**src/rtl/mfr_pkg.sv**
```systemverilog
package mfr_pkg;

    // Field and counter widths
    localparam int COUNT_W     = 11;
    localparam int CFG_INDEX_W = 2;
    localparam int CFG_VALUE_W = 11;

    typedef logic [COUNT_W-1:0] count_t;

    // Frame limits
    localparam int     MAX_PDU_BYTES = 253;
    localparam int     MBAP_PREFIX   = 6;
    localparam count_t RTU_MAX_FRAME = count_t'(256);
    localparam count_t RTU_MIN_FRAME = count_t'(4);
    localparam count_t HEADER_BYTES  = count_t'(7);
    localparam count_t CAPACITY_RST  = count_t'(260);

    // CRC-16/MODBUS
    localparam logic [15:0] CRC_INIT = 16'hFFFF;
    localparam logic [15:0] CRC_POLY = 16'hA001;

    // Transport modes
    localparam logic MODE_TCP = 1'b0;
    localparam logic MODE_RTU = 1'b1;

    // Configuration register indexes
    localparam logic [CFG_INDEX_W-1:0] CFG_MODE     = 2'd0;
    localparam logic [CFG_INDEX_W-1:0] CFG_CAPACITY = 2'd1;

    // Result status codes
    typedef logic [2:0] status_t;
    localparam status_t ST_NEED_MORE = 3'd0;
    localparam status_t ST_OK        = 3'd1;
    localparam status_t ST_BAD_PROTO = 3'd2;
    localparam status_t ST_BAD_LEN   = 3'd3;
    localparam status_t ST_CRC_ERR   = 3'd4;
    localparam status_t ST_OVERFLOW  = 3'd5;

    // Classified input word
    typedef logic [1:0] cmd_kind_t;
    localparam cmd_kind_t CMD_BYTE = 2'd0;
    localparam cmd_kind_t CMD_GAP  = 2'd1;
    localparam cmd_kind_t CMD_NOP  = 2'd2;

    typedef struct packed {
        cmd_kind_t  kind;
        logic [7:0] data;
    } cmd_t;

    typedef struct packed {
        logic   mode;
        count_t capacity;
    } cfg_t;

    // Queue between front and back
    localparam int QUEUE_DEPTH = 2;
    localparam int QPTR_W      = (QUEUE_DEPTH > 1) ? $clog2(QUEUE_DEPTH) : 1;
    localparam int QCNT_W      = $clog2(QUEUE_DEPTH + 1);

    function automatic logic [15:0] crc_feed(input logic [15:0] crc, input logic [7:0] b);
        logic [15:0] c;
        c = crc ^ {8'h00, b};
        for (int k = 0; k < 8; k++) begin
            c = c[0] ? ((c >> 1) ^ CRC_POLY) : (c >> 1);
        end
        return c;
    endfunction

    function automatic logic [7:0] sat8(input count_t v);
        return (v > count_t'(255)) ? 8'hFF : v[7:0];
    endfunction

endpackage

```
**src/rtl/mfr_if.sv**
```systemverilog
interface mfr_byte_if;
    logic       valid;
    logic       ready;
    logic [7:0] data_byte;
    logic       end_marker;

    modport source (output valid, output data_byte, output end_marker, input ready);
    modport sink   (input valid, input data_byte, input end_marker, output ready);
endinterface

interface mfr_result_if;
    logic              valid;
    logic              ready;
    mfr_pkg::status_t  status;
    logic [15:0]       trans_id;
    logic [7:0]        unit_address;
    logic [7:0]        fn_code;
    logic [7:0]        pdu_bytes;
    logic [15:0]       frame_crc;
    mfr_pkg::count_t   frame_length;

    modport source (output valid, output status, output trans_id, output unit_address,
                    output fn_code, output pdu_bytes, output frame_crc,
                    output frame_length, input ready);
    modport sink   (input valid, input status, input trans_id, input unit_address,
                    input fn_code, input pdu_bytes, input frame_crc,
                    input frame_length, output ready);
endinterface

interface mfr_cfg_if;
    logic                              valid;
    logic                              ready;
    logic [mfr_pkg::CFG_INDEX_W-1:0]   index;
    logic [mfr_pkg::CFG_VALUE_W-1:0]   value;

    modport source (output valid, output index, output value, input ready);
    modport sink   (input valid, input index, input value, output ready);
endinterface

```
**src/rtl/mfr_front.sv**
```systemverilog
module mfr_front (
    input  logic          clk,
    input  logic          rst_n,
    mfr_byte_if.sink      rx,
    input  mfr_pkg::cfg_t cfg,
    output logic          push_valid,
    input  logic          push_ready,
    output mfr_pkg::cmd_t push_cmd
);

    logic          valid_reg;
    mfr_pkg::cmd_t cmd_reg;
    mfr_pkg::cmd_t cmd_next;
    logic          accept;

    assign rx.ready = !valid_reg || push_ready;
    assign accept   = rx.valid && rx.ready;

    // Classify: a gap only matters in RTU mode
    always_comb
    begin
        cmd_next.data = rx.data_byte;
        if (!rx.end_marker)
        begin
            cmd_next.kind = mfr_pkg::CMD_BYTE;
        end
        else if (cfg.mode == mfr_pkg::MODE_RTU)
        begin
            cmd_next.kind = mfr_pkg::CMD_GAP;
        end
        else
        begin
            cmd_next.kind = mfr_pkg::CMD_NOP;
        end
    end

    always_ff @(posedge clk or negedge rst_n)
    begin
        if (!rst_n)
        begin
            valid_reg <= 1'b0;
        end
        else if (accept)
        begin
            valid_reg <= 1'b1;
        end
        else if (push_ready)
        begin
            valid_reg <= 1'b0;
        end
    end

    always_ff @(posedge clk)
    begin
        if (accept)
        begin
            cmd_reg <= cmd_next;
        end
    end

    assign push_valid = valid_reg;
    assign push_cmd   = cmd_reg;

endmodule

```
**src/rtl/mfr_queue.sv**
```systemverilog
module mfr_queue (
    input  logic          clk,
    input  logic          rst_n,
    input  logic          push_valid,
    output logic          push_ready,
    input  mfr_pkg::cmd_t push_cmd,
    output logic          pop_valid,
    input  logic          pop,
    output mfr_pkg::cmd_t pop_cmd
);

    mfr_pkg::cmd_t                 entry_reg [mfr_pkg::QUEUE_DEPTH];
    logic [mfr_pkg::QPTR_W-1:0]    wr_ptr_reg;
    logic [mfr_pkg::QPTR_W-1:0]    rd_ptr_reg;
    logic [mfr_pkg::QCNT_W-1:0]    count_reg;
    logic                          do_push;
    logic                          do_pop;

    assign push_ready = (count_reg != mfr_pkg::QCNT_W'(mfr_pkg::QUEUE_DEPTH));
    assign pop_valid  = (count_reg != '0);
    assign pop_cmd    = entry_reg[rd_ptr_reg];
    assign do_push    = push_valid && push_ready;
    assign do_pop     = pop && pop_valid;

    function automatic logic [mfr_pkg::QPTR_W-1:0] ptr_inc(input logic [mfr_pkg::QPTR_W-1:0] p);
        return (p == mfr_pkg::QPTR_W'(mfr_pkg::QUEUE_DEPTH - 1)) ? '0 : p + 1'b1;
    endfunction

    always_ff @(posedge clk or negedge rst_n)
    begin
        if (!rst_n)
        begin
            wr_ptr_reg <= '0;
            rd_ptr_reg <= '0;
            count_reg  <= '0;
        end
        else
        begin
            if (do_push)
            begin
                wr_ptr_reg <= ptr_inc(wr_ptr_reg);
            end
            if (do_pop)
            begin
                rd_ptr_reg <= ptr_inc(rd_ptr_reg);
            end
            if (do_push && !do_pop)
            begin
                count_reg <= count_reg + 1'b1;
            end
            else if (do_pop && !do_push)
            begin
                count_reg <= count_reg - 1'b1;
            end
        end
    end

    always_ff @(posedge clk)
    begin
        if (do_push)
        begin
            entry_reg[wr_ptr_reg] <= push_cmd;
        end
    end

    a_count_bound: assert property (@(posedge clk) disable iff (!rst_n)
        count_reg <= mfr_pkg::QCNT_W'(mfr_pkg::QUEUE_DEPTH))
        else $error("queue fill level beyond depth");

endmodule

```
**src/rtl/mfr_back.sv**
```systemverilog
module mfr_back (
    input  logic          clk,
    input  logic          rst_n,
    input  mfr_pkg::cfg_t cfg,
    input  logic          pop_valid,
    output logic          pop,
    input  mfr_pkg::cmd_t pop_cmd,
    mfr_result_if.source  res
);

    // Frame state
    mfr_pkg::count_t  byte_count_reg;
    mfr_pkg::count_t  byte_count_next;
    mfr_pkg::count_t  expected_length_reg;
    mfr_pkg::count_t  expected_length_next;
    logic [7:0]       head_reg [8];
    logic [7:0]       head_next [8];
    logic [15:0]      crc_reg;
    logic [15:0]      crc_next;
    logic [15:0]      pair_reg;
    logic [15:0]      pair_next;

    // Result register
    logic             out_valid_reg;
    logic [2:0]       out_status_reg;
    logic [15:0]      out_tid_reg;
    logic [7:0]       out_unit_reg;
    logic [7:0]       out_func_reg;
    logic [7:0]       out_size_reg;
    logic [15:0]      out_crc_reg;
    logic [10:0]      out_length_reg;

    // Step results
    mfr_pkg::status_t st;
    logic [15:0]      r_tid;
    logic [7:0]       r_unit;
    logic [7:0]       r_func;
    logic [7:0]       r_size;
    logic [15:0]      r_crc;
    mfr_pkg::count_t  r_length;
    logic             frame_clear;
    logic             byte_update;
    logic [15:0]      recv_crc;
    logic [15:0]      pdu_len;
    logic [16:0]      frame_total;
    logic             take;

    assign take      = pop_valid && (!out_valid_reg || res.ready);
    assign pop       = take;
    assign recv_crc  = {pair_reg[7:0], pair_reg[15:8]};
    assign pair_next = {pair_reg[7:0], pop_cmd.data};
    assign crc_next  = (byte_count_reg >= mfr_pkg::count_t'(2))
                     ? mfr_pkg::crc_feed(crc_reg, pair_reg[15:8]) : crc_reg;
    assign byte_count_next = byte_count_reg + 1'b1;

    // Only the first eight bytes of a frame land in the head
    always_comb
    begin
        for (int i = 0; i < 8; i++)
        begin
            head_next[i] = (byte_count_reg[10:3] == '0 && byte_count_reg[2:0] == 3'(i))
                         ? pop_cmd.data : head_reg[i];
        end
    end

    assign pdu_len     = {head_next[4], head_next[5]};
    assign frame_total = 17'(pdu_len) + 17'(mfr_pkg::MBAP_PREFIX);

    always_comb
    begin
        st                   = mfr_pkg::ST_NEED_MORE;
        r_tid                = '0;
        r_unit               = '0;
        r_func               = '0;
        r_size               = '0;
        r_crc                = '0;
        r_length             = '0;
        frame_clear          = 1'b0;
        byte_update          = 1'b0;
        expected_length_next = expected_length_reg;
        unique case (pop_cmd.kind)
            mfr_pkg::CMD_NOP:
            begin
            end
            mfr_pkg::CMD_GAP:
            begin
                if (byte_count_reg < mfr_pkg::RTU_MIN_FRAME)
                begin
                    st = mfr_pkg::ST_NEED_MORE;
                end
                else if (byte_count_reg > mfr_pkg::RTU_MAX_FRAME)
                begin
                    st          = mfr_pkg::ST_BAD_LEN;
                    frame_clear = 1'b1;
                end
                else if (recv_crc != crc_reg)
                begin
                    st          = mfr_pkg::ST_CRC_ERR;
                    frame_clear = 1'b1;
                end
                else
                begin
                    st          = mfr_pkg::ST_OK;
                    r_unit      = head_reg[0];
                    r_func      = head_reg[1];
                    r_size      = mfr_pkg::sat8(byte_count_reg - mfr_pkg::count_t'(4));
                    r_crc       = recv_crc;
                    r_length    = byte_count_reg;
                    frame_clear = 1'b1;
                end
            end
            mfr_pkg::CMD_BYTE:
            begin
                if (byte_count_reg >= cfg.capacity)
                begin
                    st          = mfr_pkg::ST_OVERFLOW;
                    frame_clear = 1'b1;
                end
                else
                begin
                    byte_update = 1'b1;
                    if (cfg.mode == mfr_pkg::MODE_TCP)
                    begin
                        if (expected_length_reg == '0 && byte_count_next >= mfr_pkg::HEADER_BYTES)
                        begin
                            if (head_next[2] != 8'h00 || head_next[3] != 8'h00)
                            begin
                                st          = mfr_pkg::ST_BAD_PROTO;
                                frame_clear = 1'b1;
                            end
                            else if (pdu_len < 16'd2
                                     || pdu_len > 16'(mfr_pkg::MAX_PDU_BYTES + 1))
                            begin
                                st          = mfr_pkg::ST_BAD_LEN;
                                frame_clear = 1'b1;
                            end
                            else if (frame_total > {6'b0, cfg.capacity})
                            begin
                                st          = mfr_pkg::ST_OVERFLOW;
                                frame_clear = 1'b1;
                            end
                            else
                            begin
                                expected_length_next = frame_total[10:0];
                            end
                        end
                        if (!frame_clear && expected_length_next != '0
                            && byte_count_next >= expected_length_next)
                        begin
                            st          = mfr_pkg::ST_OK;
                            r_tid       = {head_next[0], head_next[1]};
                            r_unit      = head_next[6];
                            r_func      = head_next[7];
                            r_size      = mfr_pkg::sat8(expected_length_next
                                                        - mfr_pkg::count_t'(8));
                            r_length    = expected_length_next;
                            frame_clear = 1'b1;
                        end
                    end
                end
            end
            default:
            begin
            end
        endcase
    end

    always_ff @(posedge clk or negedge rst_n)
    begin
        if (!rst_n)
        begin
            byte_count_reg      <= '0;
            expected_length_reg <= '0;
            crc_reg             <= mfr_pkg::CRC_INIT;
            pair_reg            <= '0;
            for (int i = 0; i < 8; i++)
            begin
                head_reg[i] <= '0;
            end
        end
        else if (take)
        begin
            if (frame_clear)
            begin
                byte_count_reg      <= '0;
                expected_length_reg <= '0;
                crc_reg             <= mfr_pkg::CRC_INIT;
                pair_reg            <= '0;
                for (int i = 0; i < 8; i++)
                begin
                    head_reg[i] <= '0;
                end
            end
            else
            begin
                expected_length_reg <= expected_length_next;
                if (byte_update)
                begin
                    byte_count_reg <= byte_count_next;
                    crc_reg        <= crc_next;
                    pair_reg       <= pair_next;
                    for (int i = 0; i < 8; i++)
                    begin
                        head_reg[i] <= head_next[i];
                    end
                end
            end
        end
    end

    always_ff @(posedge clk or negedge rst_n)
    begin
        if (!rst_n)
        begin
            out_valid_reg <= 1'b0;
        end
        else if (take)
        begin
            out_valid_reg <= 1'b1;
        end
        else if (res.ready)
        begin
            out_valid_reg <= 1'b0;
        end
    end

    always_ff @(posedge clk)
    begin
        if (take)
        begin
            out_status_reg <= st;
            out_tid_reg    <= r_tid;
            out_unit_reg   <= r_unit;
            out_func_reg   <= r_func;
            out_size_reg   <= r_size;
            out_crc_reg    <= r_crc;
            out_length_reg <= r_length;
        end
    end

    assign res.valid        = out_valid_reg;
    assign res.status       = out_status_reg;
    assign res.trans_id     = out_tid_reg;
    assign res.unit_address = out_unit_reg;
    assign res.fn_code      = out_func_reg;
    assign res.pdu_bytes    = out_size_reg;
    assign res.frame_crc    = out_crc_reg;
    assign res.frame_length = out_length_reg;

    a_clear_after_verdict: assert property (@(posedge clk) disable iff (!rst_n)
        (take && st != mfr_pkg::ST_NEED_MORE)
        |=> (byte_count_reg == '0 && expected_length_reg == '0 && crc_reg == mfr_pkg::CRC_INIT))
        else $error("frame state not cleared after a verdict");

    a_expected_range: assert property (@(posedge clk) disable iff (!rst_n)
        expected_length_reg == '0
        || (expected_length_reg >= mfr_pkg::count_t'(8)
            && expected_length_reg <= mfr_pkg::count_t'(mfr_pkg::MBAP_PREFIX
                                                       + mfr_pkg::MAX_PDU_BYTES + 1)))
        else $error("expected frame length out of range");

    a_fields_zero_unless_ok: assert property (@(posedge clk) disable iff (!rst_n)
        (out_valid_reg && out_status_reg != mfr_pkg::ST_OK)
        |-> (out_length_reg == '0 && out_tid_reg == '0 && out_crc_reg == '0))
        else $error("result fields set on a non-ok status");

endmodule

```
**src/rtl/modbus_frame_receiver_core.sv**
```systemverilog
// Modbus frame receiver, TCP (MBAP header) or RTU (CRC-16 and frame gap).
// Channels:
//   rx  - one word per received byte, or a frame gap when end_marker is set.
//   res - one status word for every rx word, in order. Header fields and sizes
//         are filled only when status reports a good frame.
//   cfg - register writes: index 0 transport mode, index 1 buffer capacity.
//         cfg.ready is always high; write only while the block is idle.
// Throughput: one rx word per cycle while res.ready stays high. The per-byte CRC
// step is fully unrolled in the back stage, so the back stage adds no stall of its own.
// Path: the front register loads on the rx accepting edge, then the word moves
// into a queue slot, then into the result register, where res.valid rises.
// Stall: when res.ready stays low the result word holds, the two-entry queue
// and the front register fill, and rx.ready drops after three more words.
// Reset: rst_n clears the frame state and selects TCP with a capacity of 260
// bytes; no word is pending afterward.
module modbus_frame_receiver_core (
    input  logic         clk,
    input  logic         rst_n,
    mfr_byte_if.sink     rx,
    mfr_result_if.source res,
    mfr_cfg_if.sink      cfg
);

    // Configuration registers
    logic            mode_reg;
    mfr_pkg::count_t capacity_reg;
    mfr_pkg::cfg_t   cfg_now;

    // Front to queue, queue to back
    logic            push_valid;
    logic            push_ready;
    mfr_pkg::cmd_t   push_cmd;
    logic            pop_valid;
    logic            pop;
    mfr_pkg::cmd_t   pop_cmd;

    assign cfg.ready = 1'b1;

    // Decode the register index; writes to unknown indexes are dropped
    always_ff @(posedge clk or negedge rst_n)
    begin
        if (!rst_n)
        begin
            mode_reg     <= mfr_pkg::MODE_TCP;
            capacity_reg <= mfr_pkg::CAPACITY_RST;
        end
        else if (cfg.valid)
        begin
            unique case (cfg.index)
                mfr_pkg::CFG_MODE:     mode_reg     <= cfg.value[0];
                mfr_pkg::CFG_CAPACITY: capacity_reg <= cfg.value;
                default:
                begin
                end
            endcase
        end
    end

    assign cfg_now.mode     = mode_reg;
    assign cfg_now.capacity = capacity_reg;

    // Front: accept and classify each rx word
    mfr_front u_front (
        .clk        (clk),
        .rst_n      (rst_n),
        .rx         (rx),
        .cfg        (cfg_now),
        .push_valid (push_valid),
        .push_ready (push_ready),
        .push_cmd   (push_cmd)
    );

    // Short queue decouples front and back stalls
    mfr_queue u_queue (
        .clk        (clk),
        .rst_n      (rst_n),
        .push_valid (push_valid),
        .push_ready (push_ready),
        .push_cmd   (push_cmd),
        .pop_valid  (pop_valid),
        .pop        (pop),
        .pop_cmd    (pop_cmd)
    );

    // Back: advance the frame state, run the CRC, and register the status word
    mfr_back u_back (
        .clk       (clk),
        .rst_n     (rst_n),
        .cfg       (cfg_now),
        .pop_valid (pop_valid),
        .pop       (pop),
        .pop_cmd   (pop_cmd),
        .res       (res)
    );

endmodule
```
**src/flat_wrapper.sv**
```systemverilog
// flat-port wrapper written by rule: the top's interface ports become plain ports
module modbus_frame_receiver_core_flat 
  (clk, rst_n, rx_valid, rx_data_byte, rx_end_marker, rx_ready, res_valid, res_status, res_trans_id, res_unit_address, res_fn_code, res_pdu_bytes, res_frame_crc, res_frame_length, res_ready, cfg_valid, cfg_index, cfg_value, cfg_ready);
  mfr_byte_if rx_i ();
  mfr_result_if res_i ();
  mfr_cfg_if cfg_i ();
  input  logic clk;
  input  logic rst_n;
  input wire logic [$bits(rx_i.valid)-1:0] rx_valid;
  input wire logic [$bits(rx_i.data_byte)-1:0] rx_data_byte;
  input wire logic [$bits(rx_i.end_marker)-1:0] rx_end_marker;
  output wire logic [$bits(rx_i.ready)-1:0] rx_ready;
  output wire logic [$bits(res_i.valid)-1:0] res_valid;
  output wire logic [$bits(res_i.status)-1:0] res_status;
  output wire logic [$bits(res_i.trans_id)-1:0] res_trans_id;
  output wire logic [$bits(res_i.unit_address)-1:0] res_unit_address;
  output wire logic [$bits(res_i.fn_code)-1:0] res_fn_code;
  output wire logic [$bits(res_i.pdu_bytes)-1:0] res_pdu_bytes;
  output wire logic [$bits(res_i.frame_crc)-1:0] res_frame_crc;
  output wire logic [$bits(res_i.frame_length)-1:0] res_frame_length;
  input wire logic [$bits(res_i.ready)-1:0] res_ready;
  input wire logic [$bits(cfg_i.valid)-1:0] cfg_valid;
  input wire logic [$bits(cfg_i.index)-1:0] cfg_index;
  input wire logic [$bits(cfg_i.value)-1:0] cfg_value;
  output wire logic [$bits(cfg_i.ready)-1:0] cfg_ready;
  assign rx_i.valid = rx_valid;
  assign rx_i.data_byte = rx_data_byte;
  assign rx_i.end_marker = rx_end_marker;
  assign rx_ready = rx_i.ready;
  assign res_valid = res_i.valid;
  assign res_status = res_i.status;
  assign res_trans_id = res_i.trans_id;
  assign res_unit_address = res_i.unit_address;
  assign res_fn_code = res_i.fn_code;
  assign res_pdu_bytes = res_i.pdu_bytes;
  assign res_frame_crc = res_i.frame_crc;
  assign res_frame_length = res_i.frame_length;
  assign res_i.ready = res_ready;
  assign cfg_i.valid = cfg_valid;
  assign cfg_i.index = cfg_index;
  assign cfg_i.value = cfg_value;
  assign cfg_ready = cfg_i.ready;
  modbus_frame_receiver_core u_core (.clk(clk), .rst_n(rst_n), .rx(rx_i), .res(res_i), .cfg(cfg_i));
endmodule
```
**config.mk**
```make
export PLATFORM = sky130hd
export DESIGN_NAME = modbus_frame_receiver_core_flat
export DESIGN_NICKNAME = d
export VERILOG_FILES = /design/src/rtl/mfr_pkg.sv /design/src/rtl/mfr_if.sv /design/src/rtl/mfr_front.sv /design/src/rtl/mfr_queue.sv /design/src/rtl/mfr_back.sv /design/src/rtl/modbus_frame_receiver_core.sv /design/src/flat_wrapper.sv
export SDC_FILE = /design/constraint.sdc
export NUM_CORES = 1
export LEC_CHECK = 0
export BUFFER_PORTS_ARGS = -buffer_cell sky130_fd_sc_hd__buf_2
export CORE_AREA = 2 2 170 172
export CTS_BUF_LIST = sky130_fd_sc_hd__clkbuf_4 sky130_fd_sc_hd__clkbuf_8
export DETAILED_ROUTE_END_ITERATION = 7
export DIE_AREA = 0 0 172 174
export MAX_ROUTING_LAYER = met4
export PLACE_DENSITY = 0.64
export SKIP_CTS_REPAIR_TIMING = 1
export SLEW_MARGIN = 0
export SYNTH_ARGS = -nofsm -noshare
export SYNTH_HDL_FRONTEND = slang
export SYNTH_SLANG_ARGS = --single-unit
```
**constraint.sdc**
```tcl
create_clock -name clk -period 7.4 [get_ports clk]
set_clock_uncertainty 0.05 [all_clocks]
set_input_delay 0.37 -clock clk [delete_from_list [all_inputs] [get_ports clk]]
set_output_delay 0.37 -clock clk [all_outputs]
set_load 0.05 [all_outputs]
```
After elaboration in Yosys (flattened, before gate mapping)
Memory sizes are Yosys's and may differ from the RTL's.
Cells that the tools add are included.
{"block": "classes", "bitwise_logic": 12, "add_sub_neg": 8, "n_reduce_logical": 48, "eq_ne": 13, "mux": 102, "n_lt_le_gt_ge": 11}
{"cell": "two-way mux 8 bit", "n": 28}
{"cell": "two-way mux 11 bit", "n": 19}
{"cell": "two-way mux 16 bit", "n": 13}
{"cell": "two-way mux 64 bit", "n": 2}
{"cell": "case mux 8 bit (2 select lines)", "n": 3}
{"cell": "two-way mux 3 bit", "n": 10}
{"cell": "inverter 2 -> 3 bit", "n": 8}
{"cell": ">= comparator 11 bit", "n": 2}
{"cell": "> comparator 11 x 8 -> 1 bit (second input constant)", "n": 2}
{"cell": "case mux 11 bit (2 select lines)", "n": 1}
{"cell": "two-way mux 1 bit", "n": 21}
{"cell": "adder 16 x 3 -> 17 bit (second input constant)", "n": 1}
{"cell": "> comparator 17 x 11 -> 1 bit", "n": 1}
{"cell": "logical AND 1 bit", "n": 17}
{"cell": "> comparator 16 x 8 -> 1 bit (second input constant)", "n": 1}
{"cell": "less-than comparator 16 x 2 -> 1 bit (second input constant)", "n": 1}
{"cell": "!= test 16 bit", "n": 1}
{"cell": "nonzero test 8 bit", "n": 2}
{"cell": "XOR 16 x 8 -> 16 bit", "n": 1}
{"cell": "nonzero test 2 bit", "n": 7}
{"cell": "equality test 3 bit (second input constant)", "n": 4}
{"cell": "adder 11 x 1 -> 11 bit (second input constant)", "n": 1}
{"cell": ">= comparator 11 x 2 -> 1 bit (second input constant)", "n": 1}
{"cell": ">= comparator 11 x 3 -> 1 bit (second input constant)", "n": 1}
{"cell": "26 further kinds", "n": 46}
{"block": "totals", "inputBits": 27, "mem_count": 1, "mem_bits_rw": 20, "output_inout_bits": 73, "ff_bits": 216, "elab_cells": 223}
{"name": "u_core.u_queue.entry_reg", "words": 2, "word_bits": 10, "rd": 1, "rd_ports_with_merged_regs": 0, "wr": 1, "line_no": "mfr_queue.sv:12", "rtl": "mfr_pkg::cmd_t entry_reg [mfr_pkg::QUEUE_DEPTH];"}

Logic depth before layout (Yosys ltp)
{"block": "depth", "ltp_word": 21, "ltp_mapped": 31, "ltp_nobuf": 27}

Modules after synthesis
A second synthesis with hierarchy kept.
{"block": "unflattened", "cells_unflattened": 1212, "hier_area_um2": 12529.5}
{"module": "mfr_back", "instances": 1, "area_per_inst_um2": 10705.3, "cells_each": 1118, "seq_area_each_um2": 5099.9}
{"module": "mfr_queue", "instances": 1, "area_per_inst_um2": 932.1, "cells_each": 49, "seq_area_each_um2": 700.7}
{"module": "modbus_frame_receiver_core", "instances": 1, "area_per_inst_um2": 525.5, "cells_each": 29, "seq_area_each_um2": 302.8}
{"module": "mfr_front", "instances": 1, "area_per_inst_um2": 366.6, "cells_each": 16, "seq_area_each_um2": 325.3}

Worst setup path before layout
OpenSTA, ideal clock, no wires.
{"block": "synth_timing", "path_kind": "register to register", "start": "register u_core.u_back.byte_count_reg[3]", "end": "register u_core.u_back.out_length_reg[2], in the netlist u_core.u_back.res.frame_length[2], data pin", "synth_period_minus_slack_ns": 6.292, "path_buffers": 6, "setup_time_ns": 0.279, "path_stages_with_launch": 29, "setup_slack_ns": 1.108, "t_arrival_ns": 5.963, "t_required_ns": 7.071, "path_cell_list": "dfrtp_1 -> or4_4 -> buf_6 -> or3_1 -> buf_6 -> buf_2 -> nand2_1 -> o21a_1 -> inv_1 -> ha_1 -> inv_1 -> ha_1 -> o211ai_1 -> a211o_1 -> a41o_1 -> and3_1 -> clkbuf_1 -> a41oi_1 -> ha_1 -> nor2b_1 -> o21ai_0 -> nand2_1 -> a211oi_1 -> nor2_1 -> o21ai_0 -> or3_1 -> clkbuf_1 -> clkbuf_1 -> o32ai_1"}
{"block": "synth_between", "elab_chain_cells": 19, "elab_cells_between_ends": 48, "cone_classes": "add/sub (2); order compare (8); mux (24); reduce/logical (14)"}
{"element": "start, declared", "line_no": "mfr_back.sv:12", "rtl": "mfr_pkg::count_t byte_count_reg;"}
{"element": "start signal, assigned", "line_no": "mfr_back.sv:199", "rtl": "byte_count_reg <= byte_count_next;"}
{"element": "branches (longest 18 deep; another with adder 16 x 3 -> 17 bit)"}
{"element": "case mux 11 bit (2 select lines) (*)", "line_no": "mfr_back.sv:81", "rtl": "unique case (pop_cmd.kind)"}
{"element": "named net u_core.u_back.r_length[2]", "line_no": "mfr_back.sv:40", "rtl": "mfr_pkg::count_t r_length;"}
{"element": "end signal, assigned", "line_no": "mfr_back.sv:237", "rtl": "out_length_reg <= r_length;"}
{"element": "end, declared", "line_no": "mfr_back.sv:31", "rtl": "logic [10:0] out_length_reg;"}
Mark *: on every way through the listed nets, which the timed path passes. The select of a mux whose other input is x is not followed.
A chain may end at the register's enable or synchronous reset.

Worst setup path in the final report
{"block": "layout_timing", "start": "register u_core.u_back.byte_count_reg[10]", "end": "register u_core.u_back.expected_length_reg[5]"}
{"block": "layout_between", "elab_chain_cells": 21, "elab_cells_between_ends": 54, "cone_classes": "add/sub (2); order compare (7); eq/ne (2); mux (27); reduce/logical (16)"}
{"element": "branches (longest 21 deep; another with adder 16 x 3 -> 17 bit)"}
{"element": "end signal, assigned", "line_no": "mfr_back.sv:196", "rtl": "expected_length_reg <= expected_length_next;"}
{"element": "end, declared", "line_no": "mfr_back.sv:14", "rtl": "mfr_pkg::count_t expected_length_reg;"}
Parallel ways; which one is timed is not known. The select of a mux whose other input is x is not followed.

==> metrics <==
final setup vio count=0; port bufs=98; M2 GR Usage=34.4%; Worst Hold End=u_core.capacity_reg[9]$_DFFE_PN0P_; CTS buffer count=42; P_leak=6.16 nW; CP Data Required Time=7.83 ns; Die Span Y=174 um; post-synthesis sequential area ratio=51.4%; worst hold slack=-0.00707 ns; I/O pins=100; Reg-to-Reg Start=u_core.u_back.byte_count_reg[10]$_DFFE_PN0P_; fin util=51.5%; post-DR wirelength/cell=19.2 um; maximum capacitance violations=0; die width=172 um; cell count of the worst reg-to-reg path=22; most common cell after layout, fill and taps aside=nand2_1; non-filler cells, final=1722; die area=29900 um^2; max reg flops=64; Tmin final=6.85 ns; Synth Flop Type=dfrtp_1; row count=62; drt pass-1 iters=5; n_diodes=0; CP Cell Sequence=or4_1, or3_4, mux2i_1, nor4_4, and2_1, xnor2_1, ha_1, nand4_1, o32ai_1, a41o_1, and3_1, a31oi_1, ha_1, a21o_1, a211oi_1, o21ai_0, a211oi_1, nor2_1, o21a_2, a21o_1, or3_1, o21ai_2; first-pass GRT wire length=52600 um; nets=1381; vias in the first global route=9551; global route overflow=0; Max Freq=146 MHz; htree depth=2; mapped cell area=12500 um^2; placed cell count=1634; Async SR Flop Fraction=57.6%; post-synthesis register bit count=236; number of synthesized flops with an enable pin=100; Mapped Cells=1173; failing checks=hold timing; antenna viol nets, final=0; Hold Startpoint=cfg_value[9]; Tot Pwr=6.79 mW; antenna violations before repair=0; Core Footprint=28200 um^2; kind of critical path=flop to flop; Top Usage Layer GRT=met2; worst flop-to-flop path endpoint=u_core.u_back.expected_length_reg[5]$_DFFE_PN0P_; CTS tree=done; maximum clock insertion buffer count=3; Data arrival, critical path=7.28 ns; Worst-Skew Late Latency=0.57 ns; placed cell area=13500 um^2; Initial Util=44.3%; Critical Path Slowest Stage Cell=or4_1; Final Cell Area=14500 um^2; area delta synth->final=16.4%; Yosys warnings=0; DP Worst Slack=0.462 ns; initial drt markers=963; critical path peak fanout=18; startpoint class of the critical path=flop; layout cell share with drive strength beyond 1=22.0%; Slew HR=17.4%; flop2flop setup slack=0.55 ns; most frequent cells in the layout=nand2_1 (120), dfrtp_1 (118), edfxtp_1 (100), buf_2 (97), nor2_1 (87); VDD IR max=0.000247 V; via count=9835; Worst Slack Setup Final=0.547 ns; Final Cycle Share=92.6%; crit path capture type=flop; met3 usage=3.35%; fill count=2588; Setup TNS=0 ns; # DRC=0; RSZ-0062 raised after global routing=no; CP max stage delay=0.68 ns; final wirelength=33100 um; vias per inst=5.71; Clock transition at path regs=0.06 ns; GRT met1 Usage=32.1%; max-slew violation count=0; Root Driver=clkbuf_8; worst-margin pin slew=1.23 ns; placer congestion estimate=1.02; status=complete, but fails checks; HP Class=input pin to flop; Hold Vio Cnt, Final=4; Mean Syn Cell Area=10.7 um^2; largest net degree at the start of global routing=73; GRT Util Overall=23.1%; DP HPWL=23100 um; syn nets=1249; pwr dens=467 nW/um^2; cell depth of the worst hold path=2; TritonCTS Sinks=236; post-synthesis cell type count=80
-- cell usage after synthesis (5+ instances only) --
library cell	number	area, um^2
and3_1	14	87.6
mux2i_1	13	130
nand4b_1	5	43.8
buf_6	6	67.6
dfstp_2	18	473
or2_2	5	31.3
o21a_1	7	52.6
ha_1	49	613
xor2_1	25	219
o21ai_2	12	105
and2_1	14	87.6
nor2b_1	5	31.3
o31ai_1	29	218
nand2b_1	13	81.3
a21o_1	10	75.1
nand2_1	121	454
nor3_1	20	100
or3_1	5	31.3
o2bb2ai_1	59	517
buf_2	7	35.0
nand4_1	11	68.8
nor2_1	87	327
nand3_1	23	115
clkbuf_1	43	161
dfrtp_1	118	2950
a211oi_1	10	75.1
buf_4	5	37.5
o22a_1	17	149
a21oi_1	46	230
nor4_1	19	119
inv_1	48	180
xnor2_1	26	228
o211ai_1	7	52.6
o21ai_0	73	365
o21ai_1	6	30.0
a31oi_1	6	37.5
mux2_2	17	191
edfxtp_1	100	3000
-- worst max path at each step --
stage                                                       end                                          from  slack, ns
3_5_place_dp             u_core.u_back.head_reg[59]$_DFFE_PN0P_  u_core.u_back.byte_count_reg[10]$_DFFE_PN0P_       0.46
5_1_grt        u_core.u_back.expected_length_reg[5]$_DFFE_PN0P_  u_core.u_back.byte_count_reg[10]$_DFFE_PN0P_       0.19
2_1_floorplan       u_core.u_back.res.frame_length[2]$_DFFE_PP_   u_core.u_back.byte_count_reg[3]$_DFFE_PN0P_       1.11
3_3_place_gp             u_core.u_back.head_reg[61]$_DFFE_PN0P_  u_core.u_back.byte_count_reg[10]$_DFFE_PN0P_       0.65
6_report       u_core.u_back.expected_length_reg[5]$_DFFE_PN0P_  u_core.u_back.byte_count_reg[10]$_DFFE_PN0P_       0.55
4_1_cts                  u_core.u_back.head_reg[56]$_DFFE_PN0P_  u_core.u_back.byte_count_reg[10]$_DFFE_PN0P_       0.43
-- area by class of cell --
cell class,count,area [um^2],share of cell area [%]
timing repair buffer,150,927,6.37
clock inverter,11,113,0.774
inverter,48,180,1.24
multi-input combinational,827,5610,38.5
sequential,236,6430,44.2
clock buffer,66,808,5.56
tap,384,480,3.30
-- critical path: cells and delay by family, from the launching register on --
| family | cells | cell delay [ns] |
|---|---|---|
| DFF | 1 | 0.46 |
| and+or+nand+nor | 8 | 2.91 |
| xor gates and xnor gates | 1 | 0.08 |
| adders and majority gates | 2 | 0.59 |
| muxes | 1 | 0.21 |
| AOI/OAI and AO/OA | 10 | 2.45 |
-- kinds of logic after synthesis --
group | share of synthesized area (%)
compound gates | 19.2
xor+xnor | 3.57
fa+ha+maj | 4.91
buf+inv | 3.88
flops | 51.4
mux | 2.87
other cells | 0.0300
simple gates | 14.1
-- layer usage --
layer	vias to the layer above	wire length (um)
li1	4619	-
met5	-	0
met3	98	1880
met2	373	14900
met4	0	1140
met1	4745	15200
-- where the power goes --
group	internal [mW]	leakage [nW]	total [mW]	switching [mW]
registers	1.87	2.74	2.17	0.302
clock network	0.767	0.493	1.32	0.552
logic	1.09	2.93	3.30	2.21
No activity file was read; power rests on OpenSTA's default activity.
